File: src/i2cmb_pkg.sv
// shared types and constants for the i2c master bit engine
`timescale 1ns / 1ps

package i2cmb_pkg;

  localparam int unsigned QUEUE_DEPTH = 2;
  localparam int unsigned TPU_W       = 10;

  // segment lengths in delay units
  localparam logic [3:0] UNITS_START_HI  = 4'd10;
  localparam logic [3:0] UNITS_START_LO  = 4'd5;
  localparam logic [3:0] UNITS_STOP      = 4'd5;
  localparam logic [3:0] UNITS_WR_LOW    = 4'd2;
  localparam logic [3:0] UNITS_WR_DATA   = 4'd3;
  localparam logic [3:0] UNITS_WR_HIGH   = 4'd5;
  localparam logic [3:0] UNITS_RD_LOW    = 4'd5;
  localparam logic [3:0] UNITS_RD_HIGH   = 4'd2;
  localparam logic [3:0] UNITS_RD_HOLD   = 4'd3;

  localparam logic [1:0] PHASE_0 = 2'd0;
  localparam logic [1:0] PHASE_1 = 2'd1;
  localparam logic [1:0] PHASE_2 = 2'd2;

  typedef enum logic [2:0] {
    CMD_IDLE  = 3'd0,
    CMD_START = 3'd1,
    CMD_STOP  = 3'd2,
    CMD_WRB   = 3'd3,
    CMD_RDB   = 3'd4,
    CMD_RACK  = 3'd5,
    CMD_WACK  = 3'd6
  } cmd_t;

  localparam logic [2:0] REQ_TICK = 3'd0;

  typedef enum logic [1:0] {
    KIND_TICK = 2'd0,
    KIND_CMD  = 2'd1,
    KIND_NONE = 2'd2
  } kind_t;

  typedef struct packed {
    logic [2:0] req_type;
    logic [7:0] byte_out;
    logic       ack_out;
    logic       sda_in;
  } in_item_t;

  typedef struct packed {
    logic       scl;
    logic       sda_out;
    logic       sda_is_input;
    logic       busy_res;
    logic       done_res;
    logic [7:0] byte_in;
    logic       ack_in;
  } out_item_t;

  typedef struct packed {
    kind_t      kind;
    cmd_t       cmd;
    logic [7:0] byte_out;
    logic       ack_out;
    logic       sda_in;
  } entry_t;

endpackage

File: src/i2cmb_front.sv
// front end: input handshake and request classification
`timescale 1ns / 1ps

module i2cmb_front (
  input  logic                 in_valid,
  output logic                 in_stall,
  input  i2cmb_pkg::in_item_t  in_data,
  input  logic                 q_full,
  output logic                 q_push,
  output i2cmb_pkg::entry_t    q_entry
);

  assign in_stall = q_full;
  assign q_push   = in_valid && !q_full;

  always_comb begin
    q_entry.cmd      = i2cmb_pkg::CMD_IDLE;
    q_entry.byte_out = in_data.byte_out;
    q_entry.ack_out  = in_data.ack_out;
    q_entry.sda_in   = in_data.sda_in;
    unique case (in_data.req_type) inside
      i2cmb_pkg::REQ_TICK: begin
        q_entry.kind = i2cmb_pkg::KIND_TICK;
      end
      i2cmb_pkg::CMD_START, i2cmb_pkg::CMD_STOP, i2cmb_pkg::CMD_WRB,
      i2cmb_pkg::CMD_RDB, i2cmb_pkg::CMD_RACK, i2cmb_pkg::CMD_WACK: begin
        q_entry.kind = i2cmb_pkg::KIND_CMD;
        q_entry.cmd  = i2cmb_pkg::cmd_t'(in_data.req_type);
      end
      default: begin
        q_entry.kind = i2cmb_pkg::KIND_NONE;
      end
    endcase
  end

endmodule

File: src/i2cmb_queue.sv
// short fifo between the front end and the bit sequencer
`timescale 1ns / 1ps

module i2cmb_queue #(
  parameter int unsigned DEPTH = i2cmb_pkg::QUEUE_DEPTH
) (
  input  logic               clk,
  input  logic               rst_n,
  input  logic               push,
  input  i2cmb_pkg::entry_t  push_entry,
  input  logic               pop,
  output i2cmb_pkg::entry_t  head,
  output logic               full,
  output logic               empty
);

  localparam int unsigned PTR_W = (DEPTH > 1) ? $clog2(DEPTH) : 1;
  localparam int unsigned CNT_W = $clog2(DEPTH + 1);
  localparam logic [PTR_W-1:0] PTR_LAST = PTR_W'(DEPTH - 1);

  i2cmb_pkg::entry_t slots_r [DEPTH];
  logic [PTR_W-1:0]  wr_ptr_r, wr_ptr_nxt;
  logic [PTR_W-1:0]  rd_ptr_r, rd_ptr_nxt;
  logic [CNT_W-1:0]  count_r, count_nxt;

  assign full  = (count_r == CNT_W'(DEPTH));
  assign empty = (count_r == '0);
  assign head  = slots_r[rd_ptr_r];

  always_comb begin
    wr_ptr_nxt = wr_ptr_r;
    rd_ptr_nxt = rd_ptr_r;
    count_nxt  = count_r;
    if (push) begin
      wr_ptr_nxt = (wr_ptr_r == PTR_LAST) ? '0 : wr_ptr_r + 1'b1;
    end
    if (pop) begin
      rd_ptr_nxt = (rd_ptr_r == PTR_LAST) ? '0 : rd_ptr_r + 1'b1;
    end
    if (push && !pop) begin
      count_nxt = count_r + 1'b1;
    end else if (pop && !push) begin
      count_nxt = count_r - 1'b1;
    end
  end

  always_ff @(posedge clk) begin
    if (!rst_n) begin
      wr_ptr_r <= '0;
      rd_ptr_r <= '0;
      count_r  <= '0;
    end else begin
      wr_ptr_r <= wr_ptr_nxt;
      rd_ptr_r <= rd_ptr_nxt;
      count_r  <= count_nxt;
    end
  end

  always_ff @(posedge clk) begin
    if (push) begin
      slots_r[wr_ptr_r] <= push_entry;
    end
  end

endmodule

File: src/i2cmb_back.sv
// back end: bit sequencer, unit timing and result register
`timescale 1ns / 1ps

module i2cmb_back (
  input  logic                                clk,
  input  logic                                rst_n,
  input  logic                                cfg_wr_en,
  input  logic [i2cmb_pkg::TPU_W-1:0]         cfg_wr_data,
  input  logic                                q_empty,
  input  i2cmb_pkg::entry_t                   q_head,
  output logic                                q_pop,
  output logic                                out_valid,
  input  logic                                out_stall,
  output i2cmb_pkg::out_item_t                out_data
);

  localparam int unsigned TPU_W = i2cmb_pkg::TPU_W;

  logic [TPU_W-1:0]  tpu_r;
  logic [TPU_W-1:0]  tpu_eff;
  i2cmb_pkg::cmd_t   command_r, command_nxt;
  logic [1:0]        phase_r, phase_nxt;
  logic [3:0]        unit_count_r, unit_count_nxt;
  logic [TPU_W-1:0]  tick_count_r, tick_count_nxt;
  logic [2:0]        bit_index_r, bit_index_nxt;
  logic [7:0]        shift_r, shift_nxt;
  logic              scl_r, scl_nxt;
  logic              sda_r, sda_nxt;
  logic              sda_dir_in_r, sda_dir_in_nxt;
  logic              ack_r, ack_nxt;
  logic [7:0]        rx_byte_r, rx_byte_nxt;
  logic              done_nxt;
  logic              out_valid_r, out_valid_nxt;
  i2cmb_pkg::out_item_t out_data_r, out_data_nxt;

  logic [TPU_W:0]    tick_inc;
  logic [3:0]        unit_dec;
  logic [2:0]        last_bit;

  assign tpu_eff   = (tpu_r == '0) ? TPU_W'(1) : tpu_r;
  assign q_pop     = !q_empty && (!out_valid_r || !out_stall);
  assign out_valid = out_valid_r;
  assign out_data  = out_data_r;
  assign tick_inc  = {1'b0, tick_count_r} + 1'b1;
  assign unit_dec  = (unit_count_r != 4'd0) ? unit_count_r - 4'd1 : unit_count_r;
  assign last_bit  = (command_r == i2cmb_pkg::CMD_WRB ||
                      command_r == i2cmb_pkg::CMD_RDB) ? 3'd7 : 3'd0;

  // next state
  always_comb begin
    command_nxt    = command_r;
    phase_nxt      = phase_r;
    unit_count_nxt = unit_count_r;
    tick_count_nxt = tick_count_r;
    bit_index_nxt  = bit_index_r;
    shift_nxt      = shift_r;
    scl_nxt        = scl_r;
    sda_nxt        = sda_r;
    sda_dir_in_nxt = sda_dir_in_r;
    ack_nxt        = ack_r;
    rx_byte_nxt    = rx_byte_r;
    done_nxt       = 1'b0;
    if (q_pop) begin
      if (command_r == i2cmb_pkg::CMD_IDLE) begin
        if (q_head.kind == i2cmb_pkg::KIND_CMD) begin
          command_nxt    = q_head.cmd;
          bit_index_nxt  = 3'd0;
          phase_nxt      = i2cmb_pkg::PHASE_0;
          tick_count_nxt = '0;
          unique case (q_head.cmd)
            i2cmb_pkg::CMD_START: begin
              sda_dir_in_nxt = 1'b0;
              scl_nxt        = 1'b1;
              sda_nxt        = 1'b1;
              unit_count_nxt = i2cmb_pkg::UNITS_START_HI;
            end
            i2cmb_pkg::CMD_STOP: begin
              sda_dir_in_nxt = 1'b0;
              sda_nxt        = 1'b0;
              scl_nxt        = 1'b1;
              unit_count_nxt = i2cmb_pkg::UNITS_STOP;
            end
            i2cmb_pkg::CMD_WRB: begin
              sda_dir_in_nxt = 1'b0;
              shift_nxt      = q_head.byte_out;
              scl_nxt        = 1'b0;
              unit_count_nxt = i2cmb_pkg::UNITS_WR_LOW;
            end
            i2cmb_pkg::CMD_WACK: begin
              sda_dir_in_nxt = 1'b0;
              shift_nxt      = {q_head.ack_out, 7'd0};
              scl_nxt        = 1'b0;
              unit_count_nxt = i2cmb_pkg::UNITS_WR_LOW;
            end
            default: begin
              sda_dir_in_nxt = 1'b1;
              shift_nxt      = 8'd0;
              scl_nxt        = 1'b0;
              unit_count_nxt = i2cmb_pkg::UNITS_RD_LOW;
            end
          endcase
        end
      end else if (q_head.kind == i2cmb_pkg::KIND_TICK) begin
        if (tick_inc >= {1'b0, tpu_eff}) begin
          tick_count_nxt = '0;
          unit_count_nxt = unit_dec;
          if (unit_dec == 4'd0) begin
            done_nxt = 1'b0;
            unique case (command_r)
              i2cmb_pkg::CMD_START: begin
                if (phase_r == i2cmb_pkg::PHASE_0) begin
                  sda_nxt        = 1'b0;
                  phase_nxt      = i2cmb_pkg::PHASE_1;
                  unit_count_nxt = i2cmb_pkg::UNITS_START_LO;
                end else begin
                  scl_nxt  = 1'b0;
                  done_nxt = 1'b1;
                end
              end
              i2cmb_pkg::CMD_STOP: begin
                sda_nxt  = 1'b1;
                done_nxt = 1'b1;
              end
              i2cmb_pkg::CMD_WRB, i2cmb_pkg::CMD_WACK: begin
                if (phase_r == i2cmb_pkg::PHASE_0) begin
                  sda_nxt        = shift_r[7];
                  phase_nxt      = i2cmb_pkg::PHASE_1;
                  unit_count_nxt = i2cmb_pkg::UNITS_WR_DATA;
                end else if (phase_r == i2cmb_pkg::PHASE_1) begin
                  scl_nxt        = 1'b1;
                  phase_nxt      = i2cmb_pkg::PHASE_2;
                  unit_count_nxt = i2cmb_pkg::UNITS_WR_HIGH;
                end else begin
                  shift_nxt = {shift_r[6:0], 1'b0};
                  scl_nxt   = 1'b0;
                  if (bit_index_r < last_bit) begin
                    bit_index_nxt  = bit_index_r + 3'd1;
                    phase_nxt      = i2cmb_pkg::PHASE_0;
                    unit_count_nxt = i2cmb_pkg::UNITS_WR_LOW;
                  end else begin
                    done_nxt = 1'b1;
                  end
                end
              end
              i2cmb_pkg::CMD_RDB, i2cmb_pkg::CMD_RACK: begin
                if (phase_r == i2cmb_pkg::PHASE_0) begin
                  scl_nxt        = 1'b1;
                  phase_nxt      = i2cmb_pkg::PHASE_1;
                  unit_count_nxt = i2cmb_pkg::UNITS_RD_HIGH;
                end else if (phase_r == i2cmb_pkg::PHASE_1) begin
                  shift_nxt      = {shift_r[6:0], q_head.sda_in};
                  phase_nxt      = i2cmb_pkg::PHASE_2;
                  unit_count_nxt = i2cmb_pkg::UNITS_RD_HOLD;
                end else begin
                  scl_nxt = 1'b0;
                  if (bit_index_r < last_bit) begin
                    bit_index_nxt  = bit_index_r + 3'd1;
                    phase_nxt      = i2cmb_pkg::PHASE_0;
                    unit_count_nxt = i2cmb_pkg::UNITS_RD_LOW;
                  end else begin
                    if (command_r == i2cmb_pkg::CMD_RACK) begin
                      ack_nxt = shift_r[0];
                    end else begin
                      rx_byte_nxt = shift_r;
                    end
                    done_nxt = 1'b1;
                  end
                end
              end
              default: begin
                done_nxt = 1'b1;
              end
            endcase
            if (done_nxt) begin
              command_nxt    = i2cmb_pkg::CMD_IDLE;
              phase_nxt      = i2cmb_pkg::PHASE_0;
              unit_count_nxt = 4'd0;
              tick_count_nxt = '0;
              bit_index_nxt  = 3'd0;
            end
          end
        end else begin
          tick_count_nxt = tick_inc[TPU_W-1:0];
        end
      end
    end
  end

  // outputs
  always_comb begin
    out_valid_nxt             = q_pop || (out_valid_r && out_stall);
    out_data_nxt.scl          = scl_nxt;
    out_data_nxt.sda_out      = sda_nxt;
    out_data_nxt.sda_is_input = sda_dir_in_nxt;
    out_data_nxt.busy_res     = (command_nxt != i2cmb_pkg::CMD_IDLE);
    out_data_nxt.done_res     = done_nxt;
    out_data_nxt.byte_in      = rx_byte_nxt;
    out_data_nxt.ack_in       = ack_nxt;
  end

  always_ff @(posedge clk) begin
    if (!rst_n) begin
      tpu_r        <= TPU_W'(1);
      command_r    <= i2cmb_pkg::CMD_IDLE;
      phase_r      <= i2cmb_pkg::PHASE_0;
      unit_count_r <= 4'd0;
      tick_count_r <= '0;
      bit_index_r  <= 3'd0;
      shift_r      <= 8'd0;
      scl_r        <= 1'b1;
      sda_r        <= 1'b1;
      sda_dir_in_r <= 1'b0;
      ack_r        <= 1'b1;
      rx_byte_r    <= 8'd0;
      out_valid_r  <= 1'b0;
    end else begin
      if (cfg_wr_en) begin
        tpu_r <= cfg_wr_data;
      end
      command_r    <= command_nxt;
      phase_r      <= phase_nxt;
      unit_count_r <= unit_count_nxt;
      tick_count_r <= tick_count_nxt;
      bit_index_r  <= bit_index_nxt;
      shift_r      <= shift_nxt;
      scl_r        <= scl_nxt;
      sda_r        <= sda_nxt;
      sda_dir_in_r <= sda_dir_in_nxt;
      ack_r        <= ack_nxt;
      rx_byte_r    <= rx_byte_nxt;
      out_valid_r  <= out_valid_nxt;
    end
  end

  always_ff @(posedge clk) begin
    if (q_pop) begin
      out_data_r <= out_data_nxt;
    end
  end

  a_busy_matches_state: assert property (@(posedge clk) disable iff (!rst_n)
    out_valid_r |-> (out_data_r.busy_res == (command_r != i2cmb_pkg::CMD_IDLE)))
    else $error("busy flag out of step with sequencer");

  a_idle_counters_clear: assert property (@(posedge clk) disable iff (!rst_n)
    (command_r == i2cmb_pkg::CMD_IDLE) |->
      (unit_count_r == 4'd0 && tick_count_r == '0 && phase_r == i2cmb_pkg::PHASE_0))
    else $error("counters left running while idle");

  a_done_not_busy: assert property (@(posedge clk) disable iff (!rst_n)
    (out_valid_r && out_data_r.done_res) |-> !out_data_r.busy_res)
    else $error("done reported while still busy");

  a_drive_for_writes: assert property (@(posedge clk) disable iff (!rst_n)
    (command_r == i2cmb_pkg::CMD_START || command_r == i2cmb_pkg::CMD_STOP ||
     command_r == i2cmb_pkg::CMD_WRB || command_r == i2cmb_pkg::CMD_WACK)
      |-> !sda_dir_in_r)
    else $error("sda released during a driving command");

  a_cmd_ignored_when_busy: assert property (@(posedge clk) disable iff (!rst_n)
    (q_pop && command_r != i2cmb_pkg::CMD_IDLE && q_head.kind == i2cmb_pkg::KIND_CMD)
      |=> (command_r == $past(command_r)))
    else $error("command taken while busy");

endmodule

File: src/i2c_master_bit_engine_core.sv
// top level of the i2c master bit engine: front end, queue and bit sequencer
// each input transfer is written into the queue, then into the result register as a result
// throughput: one transfer per cycle while the queue is not full and out_stall is low
// the queue decouples the input from the result register so either side may stall alone
// reset (synchronous, rst_n low): lines released, sequencer idle, ticks_per_unit 1, queue empty
`timescale 1ns / 1ps

module i2c_master_bit_engine_core #(
  parameter int unsigned QUEUE_DEPTH = i2cmb_pkg::QUEUE_DEPTH
) (
  input  logic                         clk,
  input  logic                         rst_n,
  input  logic                         cfg_wr_en,
  input  logic [i2cmb_pkg::TPU_W-1:0]  cfg_wr_data,
  input  logic                         in_valid,
  output logic                         in_stall,
  input  i2cmb_pkg::in_item_t          in_data,
  output logic                         out_valid,
  input  logic                         out_stall,
  output i2cmb_pkg::out_item_t         out_data
);

  logic              q_full;
  logic              q_empty;
  logic              q_push;
  logic              q_pop;
  i2cmb_pkg::entry_t q_entry;
  i2cmb_pkg::entry_t q_head;

  i2cmb_front u_front (
    .in_valid (in_valid),
    .in_stall (in_stall),
    .in_data  (in_data),
    .q_full   (q_full),
    .q_push   (q_push),
    .q_entry  (q_entry)
  );

  i2cmb_queue #(
    .DEPTH (QUEUE_DEPTH)
  ) u_queue (
    .clk        (clk),
    .rst_n      (rst_n),
    .push       (q_push),
    .push_entry (q_entry),
    .pop        (q_pop),
    .head       (q_head),
    .full       (q_full),
    .empty      (q_empty)
  );

  i2cmb_back u_back (
    .clk         (clk),
    .rst_n       (rst_n),
    .cfg_wr_en   (cfg_wr_en),
    .cfg_wr_data (cfg_wr_data),
    .q_empty     (q_empty),
    .q_head      (q_head),
    .q_pop       (q_pop),
    .out_valid   (out_valid),
    .out_stall   (out_stall),
    .out_data    (out_data)
  );

endmodule
File: config.mk
export PLATFORM = sky130hd
export DESIGN_NAME = i2c_master_bit_engine_core
export DESIGN_NICKNAME = d
export VERILOG_FILES = /design/src/i2cmb_pkg.sv /design/src/i2cmb_front.sv /design/src/i2cmb_queue.sv /design/src/i2cmb_back.sv /design/src/i2c_master_bit_engine_core.sv
export SDC_FILE = /design/constraint.sdc
export NUM_CORES = 1
export LEC_CHECK = 0
export ABC_CLOCK_PERIOD_IN_PS = 7800
export BUFFER_PORTS_ARGS = -buffer_cell sky130_fd_sc_hd__buf_2
export CORE_MARGIN = 3
export CORE_UTILIZATION = 60
export DETAILED_ROUTE_END_ITERATION = 10
export GPL_ROUTABILITY_DRIVEN = 0
export PLACE_DENSITY = 0.86
export SYNTH_ARGS = -nofsm -noshare
export SYNTH_HDL_FRONTEND = slang
export SYNTH_HIERARCHICAL = 1
export SYNTH_SLANG_ARGS = --single-unit
File: constraint.sdc
create_clock -name clk -period 7.8 [get_ports clk]
set_clock_uncertainty 0.05 [all_clocks]
set_input_delay 0.78 -clock clk [delete_from_list [all_inputs] [get_ports clk]]
set_output_delay 0.78 -clock clk [all_outputs]
set_load 0.02 [all_outputs]
## Yosys cells after proc, flatten, opt, wreduce, memory -nomap -nowiden

Memory sizes are Yosys's and may differ from the RTL's. A register that Yosys moved wholly into a read port is not among the register bits.
Index checks and enable logic that the tools add are counted.

| word-level totals | value |
|---|---|
| flip-flop bits (word level) | 71 |
| bits in writable memories | 30 |
| bits of input ports | 28 |
| output and inout bits | 16 |
| word-level logic and storage cells | 237 |
| memories | 1 |

| operators by class | value |
|---|---|
| add/subtract/negate cells | 7 |
| order comparisons | 2 |
| equal/unequal tests | 29 |
| muxes and demuxes | 128 |
| bitwise operators | 3 |
| reductions and logical operators | 44 |

Memory list:

| name | depth | bits a word | read ports | clocked after memory_dff | write ports | RTL line | text |
|---|---|---|---|---|---|---|---|
| u_queue.slots_r | 2 | 15 | 1 | 1 | 1 | i2cmb_queue.sv:21 | `i2cmb_pkg::entry_t slots_r [DEPTH];` |

Operators by type and width:

| cell | count |
|---|---|
| 8-bit two-way mux | 19 |
| 3-bit two-way mux | 19 |
| 4-bit two-way mux | 14 |
| 10-bit two-way mux | 5 |
| 1-bit two-way mux | 49 |
| 2-bit two-way mux | 12 |
| 8-bit one-hot mux with 3 select lines | 1 |
| 3-bit equality test (second input constant) | 7 |
| 3-bit by 2-bit equality test with 1-bit output (second input constant) | 6 |
| 8-bit one-hot mux with 2 select lines | 1 |
| 3-bit by 2-bit inequality test with 1-bit output (second input constant) | 5 |
| 4-bit one-hot mux with 3 select lines | 1 |
| 3-bit nonzero test | 4 |
| 4-bit OR reduction | 3 |
| 10-bit by 1-bit adder with 11-bit output (second input constant) | 1 |
| 11-bit by 10-bit greater-or-equal comparator with 1-bit output | 1 |
| 11-bit AND reduction | 1 |
| 10-bit zero test | 1 |
| 3-bit by 1-bit equality test with 1-bit output (second input constant) | 3 |
| 9-bit AND reduction | 1 |
| 2-bit one-hot mux with 2 select lines | 2 |
| 4-bit one-hot mux with 2 select lines | 1 |
| 8-bit AND reduction | 1 |
| 2-bit nonzero test | 4 |
| other kinds (26) | 51 |

## Longest topological paths before layout

| depth | value |
|---|---|
| depth after elaboration | 20 |
| gate-level depth with buffers | 14 |
| mapped depth without buffers | 12 |

## Hierarchy

Netlist, hierarchy kept.

By module, submodules not included:

| module | instances | cells each | area an instance (um^2) | seq. area each (um^2) |
|---|---|---|---|---|
| i2cmb_back | 1 | 444 | 3883.7 | 1481.4 |
| i2cmb_queue | 1 | 69 | 1301.2 | 1001.0 |
| i2cmb_front | 1 | 18 | 133.9 | 0.0 |

## Worst setup path after synthesis

OpenSTA, ideal clock, no wires.

| path | value |
|---|---|
| kind | register -> register |
| from | reg u_back.tick_count_r[0] |
| to | reg u_back.out_data_r, in the netlist u_back/out_data[6] (data pin) |
| arrival time | 3.093 ns |
| required time | 7.490 ns |
| slack | 4.397 ns |
| cell stages (with the launch flop) | 14 |
| path buffers | 2 |
| clock period less this slack | 3.403 ns |
| cells stage by stage | dfxtp_1 -> ha_1 -> nand3_1 -> or2_2 -> xnor2_1 -> ha_1 -> and3_1 -> and3_1 -> a211oi_1 -> o21a_1 -> buf_6 -> nor2_8 -> buf_6 -> mux2_2 |

RTL lines:

| what | RTL line | text |
|---|---|---|
| start, declared | i2cmb_back.sv:24 | `logic [TPU_W-1:0] tick_count_r, tick_count_nxt;` |
| start signal, assigned | i2cmb_back.sv:223 | `tick_count_r <= tick_count_nxt;` |
| end signal, assigned | i2cmb_back.sv:237 | `out_data_r <= out_data_nxt;` |
| end, declared | i2cmb_back.sv:34 | `i2cmb_pkg::out_item_t out_data_r, out_data_nxt;` |

==> flow_metrics.env <==
export IMPL_status="finished clean"
export IMPL_critical_path_buf_inv_count=0
export IMPL_ant_nets=0
export IMPL_dr_pass1_iters=6
export IMPL_period_share_pct=51.0
export IMPL_path_class="reg -> reg"
export IMPL_clock_latency_ns=0.36
export IMPL_clk_pin_slew_worst_paths_ns=0.10
export IMPL_synth_top_family_by_area="simple AND/OR/NAND/NOR gates"
export IMPL_diodes=0
export IMPL_wl_mm=11.0
export IMPL_numCtsBuffers=9
export IMPL_vias_per_cell=6.19
export IMPL_core_sq_um=8420
export IMPL_areaGrowthSynthToFinish_pct=6.61
export IMPL_stdcell_count=659
export IMPL_placed_area_sq_um=5480
export IMPL_worstPathArrival_ns=4.05
export IMPL_yosysWarnings=6
export IMPL_synth_edf_count=44
export IMPL_maxSlewHeadroom_pct=28.9
export IMPL_synth_distinct_cells=66
export IMPL_ir_drop_v=0.000168
export IMPL_vias=4077
export IMPL_powerDensity_nw_per_um2=302
export IMPL_cts_hold_buf=0
export IMPL_hold_viol=0
export IMPL_ys_ff_latch=102
export IMPL_fmax_mhz=252
export IMPL_syn_cell_area_sq_um=5320
export IMPL_dieWidth_um=100
export IMPL_maxCapViolCount=0
export IMPL_multi_input_area_sq_um=2550
export IMPL_rows=33
export IMPL_die_y_um=100
export IMPL_htreeDepth=3
export IMPL_crit_slowest_cell="a211oi_1"
export IMPL_post_cts_buffers=0
export IMPL_drcViolationCount=0
export IMPL_grt_max_degree=65
export IMPL_power_w=0.00171
export IMPL_drt_initial_drc_count=492
export IMPL_clock_sinks=102
export IMPL_start_util_pct=63.1
export IMPL_min_path_type="reg -> reg"
export IMPL_regArea_sq_um=2480
export IMPL_layout_commonest_cell="dfxtp_1"
export IMPL_grt_pass1_vias=3906
export IMPL_setup_viol_count_final=0
export IMPL_final_cell_mix="58 x dfxtp_1, 54 x nand2_1, 44 x edfxtp_1"
export IMPL_drive_gt1_share_pct=17.0
export IMPL_synth_mux_area_fraction_pct=8.63
export IMPL_p_leak_nw=2.18
export IMPL_path_max_fanout=16
export IMPL_crit_path_end_kind="register"
export IMPL_start_kind="register"
export IMPL_grt_pass1_wl_mm=18.2
export IMPL_syn_instance_count=531
export IMPL_cts_buffer_depth=2
export IMPL_drt_wirelength_per_cell_um=16.7
export IMPL_die_area_sq_um=10000
export IMPL_worstMarginPinSlew_ns=1.06
export IMPL_synthSimpleGateAreaFrac_pct=17.9
export IMPL_final_max_slew_viol_count=0
export IMPL_dp_slack_ns=3.93
export IMPL_crit_chain="ha_1, nand3_1, or2_2, xnor2_1, ha_1, and3_1, and3_1, a211oi_1, o21a_1, nor2_8, mux2_2"
export IMPL_ys_seq_area_share_pct=46.7
export IMPL_fin_setup_tns_ns=0
export IMPL_crit_family="compound AO/OA/AOI/OAI gates"
export IMPL_rsz0062_at_grt="no"
export IMPL_nFillCells=631
export IMPL_synthXorXnorAreaFrac_pct=3.79
export IMPL_slowest_delay_ns=0.61
export IMPL_cts_root_buffer="clkbuf_8"
export IMPL_dp_cells=643
export IMPL_antenna_found_initial=0
export IMPL_ios=44
export IMPL_avgSynthCellArea_sq_um=10.0
export IMPL_required_ns=7.87
export IMPL_synth_compound_area_share_pct=14.3
export IMPL_nets=591
export IMPL_finalInstanceArea_sq_um=5670
export IMPL_dpl_hpwl_mm=7.50
export IMPL_fin_ws_ns=3.83
export IMPL_grt_use_total_pct=22.4
export IMPL_synth_main_ff_cell="dfxtp_1"
export IMPL_synth_nets=573
export IMPL_cts_tree="yes"
export IMPL_synthAdderAreaFrac_pct=3.29
export IMPL_port_buffers=43
export IMPL_overflow=0
export IMPL_period_needed_ns=3.97
export IMPL_synthArstFlopShare_pct=0
export IMPL_cts_resized=0
-- synthesized netlist by cell type (2+ instances only) --
cell,n,area share (%)
buf_4,12,1.7
mux2i_1,20,3.8
nor3_1,14,1.3
xnor2_1,10,1.6
nand2_1,54,3.8
o31ai_1,3,0.42
a22o_1,3,0.49
o41ai_1,6,0.99
mux2_2,23,4.9
o211ai_1,5,0.71
a31oi_1,3,0.35
nand4_1,4,0.47
o21ai_1,3,0.28
ha_1,14,3.3
nand2b_1,5,0.59
buf_2,2,0.19
nor4_1,2,0.24
o21a_1,5,0.71
and3_1,9,1.1
inv_1,22,1.6
a211oi_1,3,0.42
o21ai_0,23,2.2
o31a_1,3,0.49
dfxtp_1,58,22
or2_2,2,0.24
a21boi_0,6,0.85
or3_1,3,0.35
edfxtp_1,44,25
buf_6,2,0.42
and3b_1,3,0.49
a21oi_1,20,1.9
nand3_1,14,1.3
nor2b_1,17,2.0
and4b_1,2,0.38
a32oi_1,3,0.49
nor3b_1,4,0.56
nor2_1,28,2.0
xor2_1,13,2.1
o211a_1,3,0.56
o32ai_1,3,0.49
clkbuf_1,21,1.5
nor4b_1,4,0.66
and2_1,6,0.71
a32o_1,5,0.94
-- metrics by stage --
| step | utilization [%] | hold WS, ns |
|---|---|---|
| 4_1_cts | 67.3 | 0.421 |
| 2_1_floorplan | - | 0.382 |
| 3_5_place_dp | 65.0 | 0.407 |
| 5_1_grt | 67.3 | 0.443 |
| 6_report | 67.3 | 0.422 |
| 3_3_place_gp | 65.0 | 0.390 |
-- final cells by class --
cell class | instances | share of cell area (%)
multi-input cells | 369 | 44.9
flip-flops and latches | 102 | 43.8
repair buffers | 45 | 4.06
well taps | 105 | 2.32
clock buffers | 9 | 2.18
inverters | 22 | 1.46
clock inverters | 7 | 1.26
-- power breakdown --
group | total (W) | leakage (nW) | switching, W | internal [W]
combinational | 0.000636 | 1.19 | 0.000402 | 0.000235
clock | 0.000333 | 0.0990 | 0.000183 | 0.000150
sequential | 0.000743 | 0.884 | 0.0000752 | 0.000667
total | 0.00171 | 2.18 | 0.000660 | 0.00105
-- final timing paths --
path	start	end	slack, ns	depth (start not counted)
worst max-delay path	u_back/tick_count_r[0]	u_back/out_data[4]	3.83	11
worst min-delay path	u_back/rx_byte_r[4]	u_back/rx_byte_r[4]	0.42	2
worst max register to register	u_back/tick_count_r[0]	u_back/out_data[4]	3.83	11
worst min register to register	u_back/rx_byte_r[4]	u_back/rx_byte_r[4]	0.42	2
-- registers in the layout, indices dropped and copies added (netlist names), 2 cells and up, named ones only --
register	count
u_back/bit_index_r	3
u_back/phase_r	2
u_back/out_data	14
u_back/shift_r	8
u_queue/count_r	2
u_back/tpu_r	10
u_back/tick_count_r	10
u_back/command_r	3
u_back/unit_count_r	4
u_back/rx_byte_r	8
u_queue/slots_r	30
-- per-layer routing --
layer	up-vias	part of all wire [%]	GRT usage (%)
met5	-	0	0
met4	0	1.4	6.84
met3	17	7.1	4.86
met2	173	50	38.2
met1	1924	42	28.6
li1	1963	-	-
-- tightest hold or removal path, delay by kind of cell (launching register included) --
| kind | cells | cell delay, ns |
|---|---|---|
| multiplexers | 1 | 0.05 |
| AND/OR/NAND/NOR | 1 | 0.06 |
| flip-flops | 1 | 0.32 |
-- cells by family after synthesis --
logic type      after synthesis
fa+ha+maj                    14
buf+inv                      60
xor+xnor                     23
flops                       102
simple gates                180
compound gates              109
mux                          43
(Power assumes the default switching activity.)
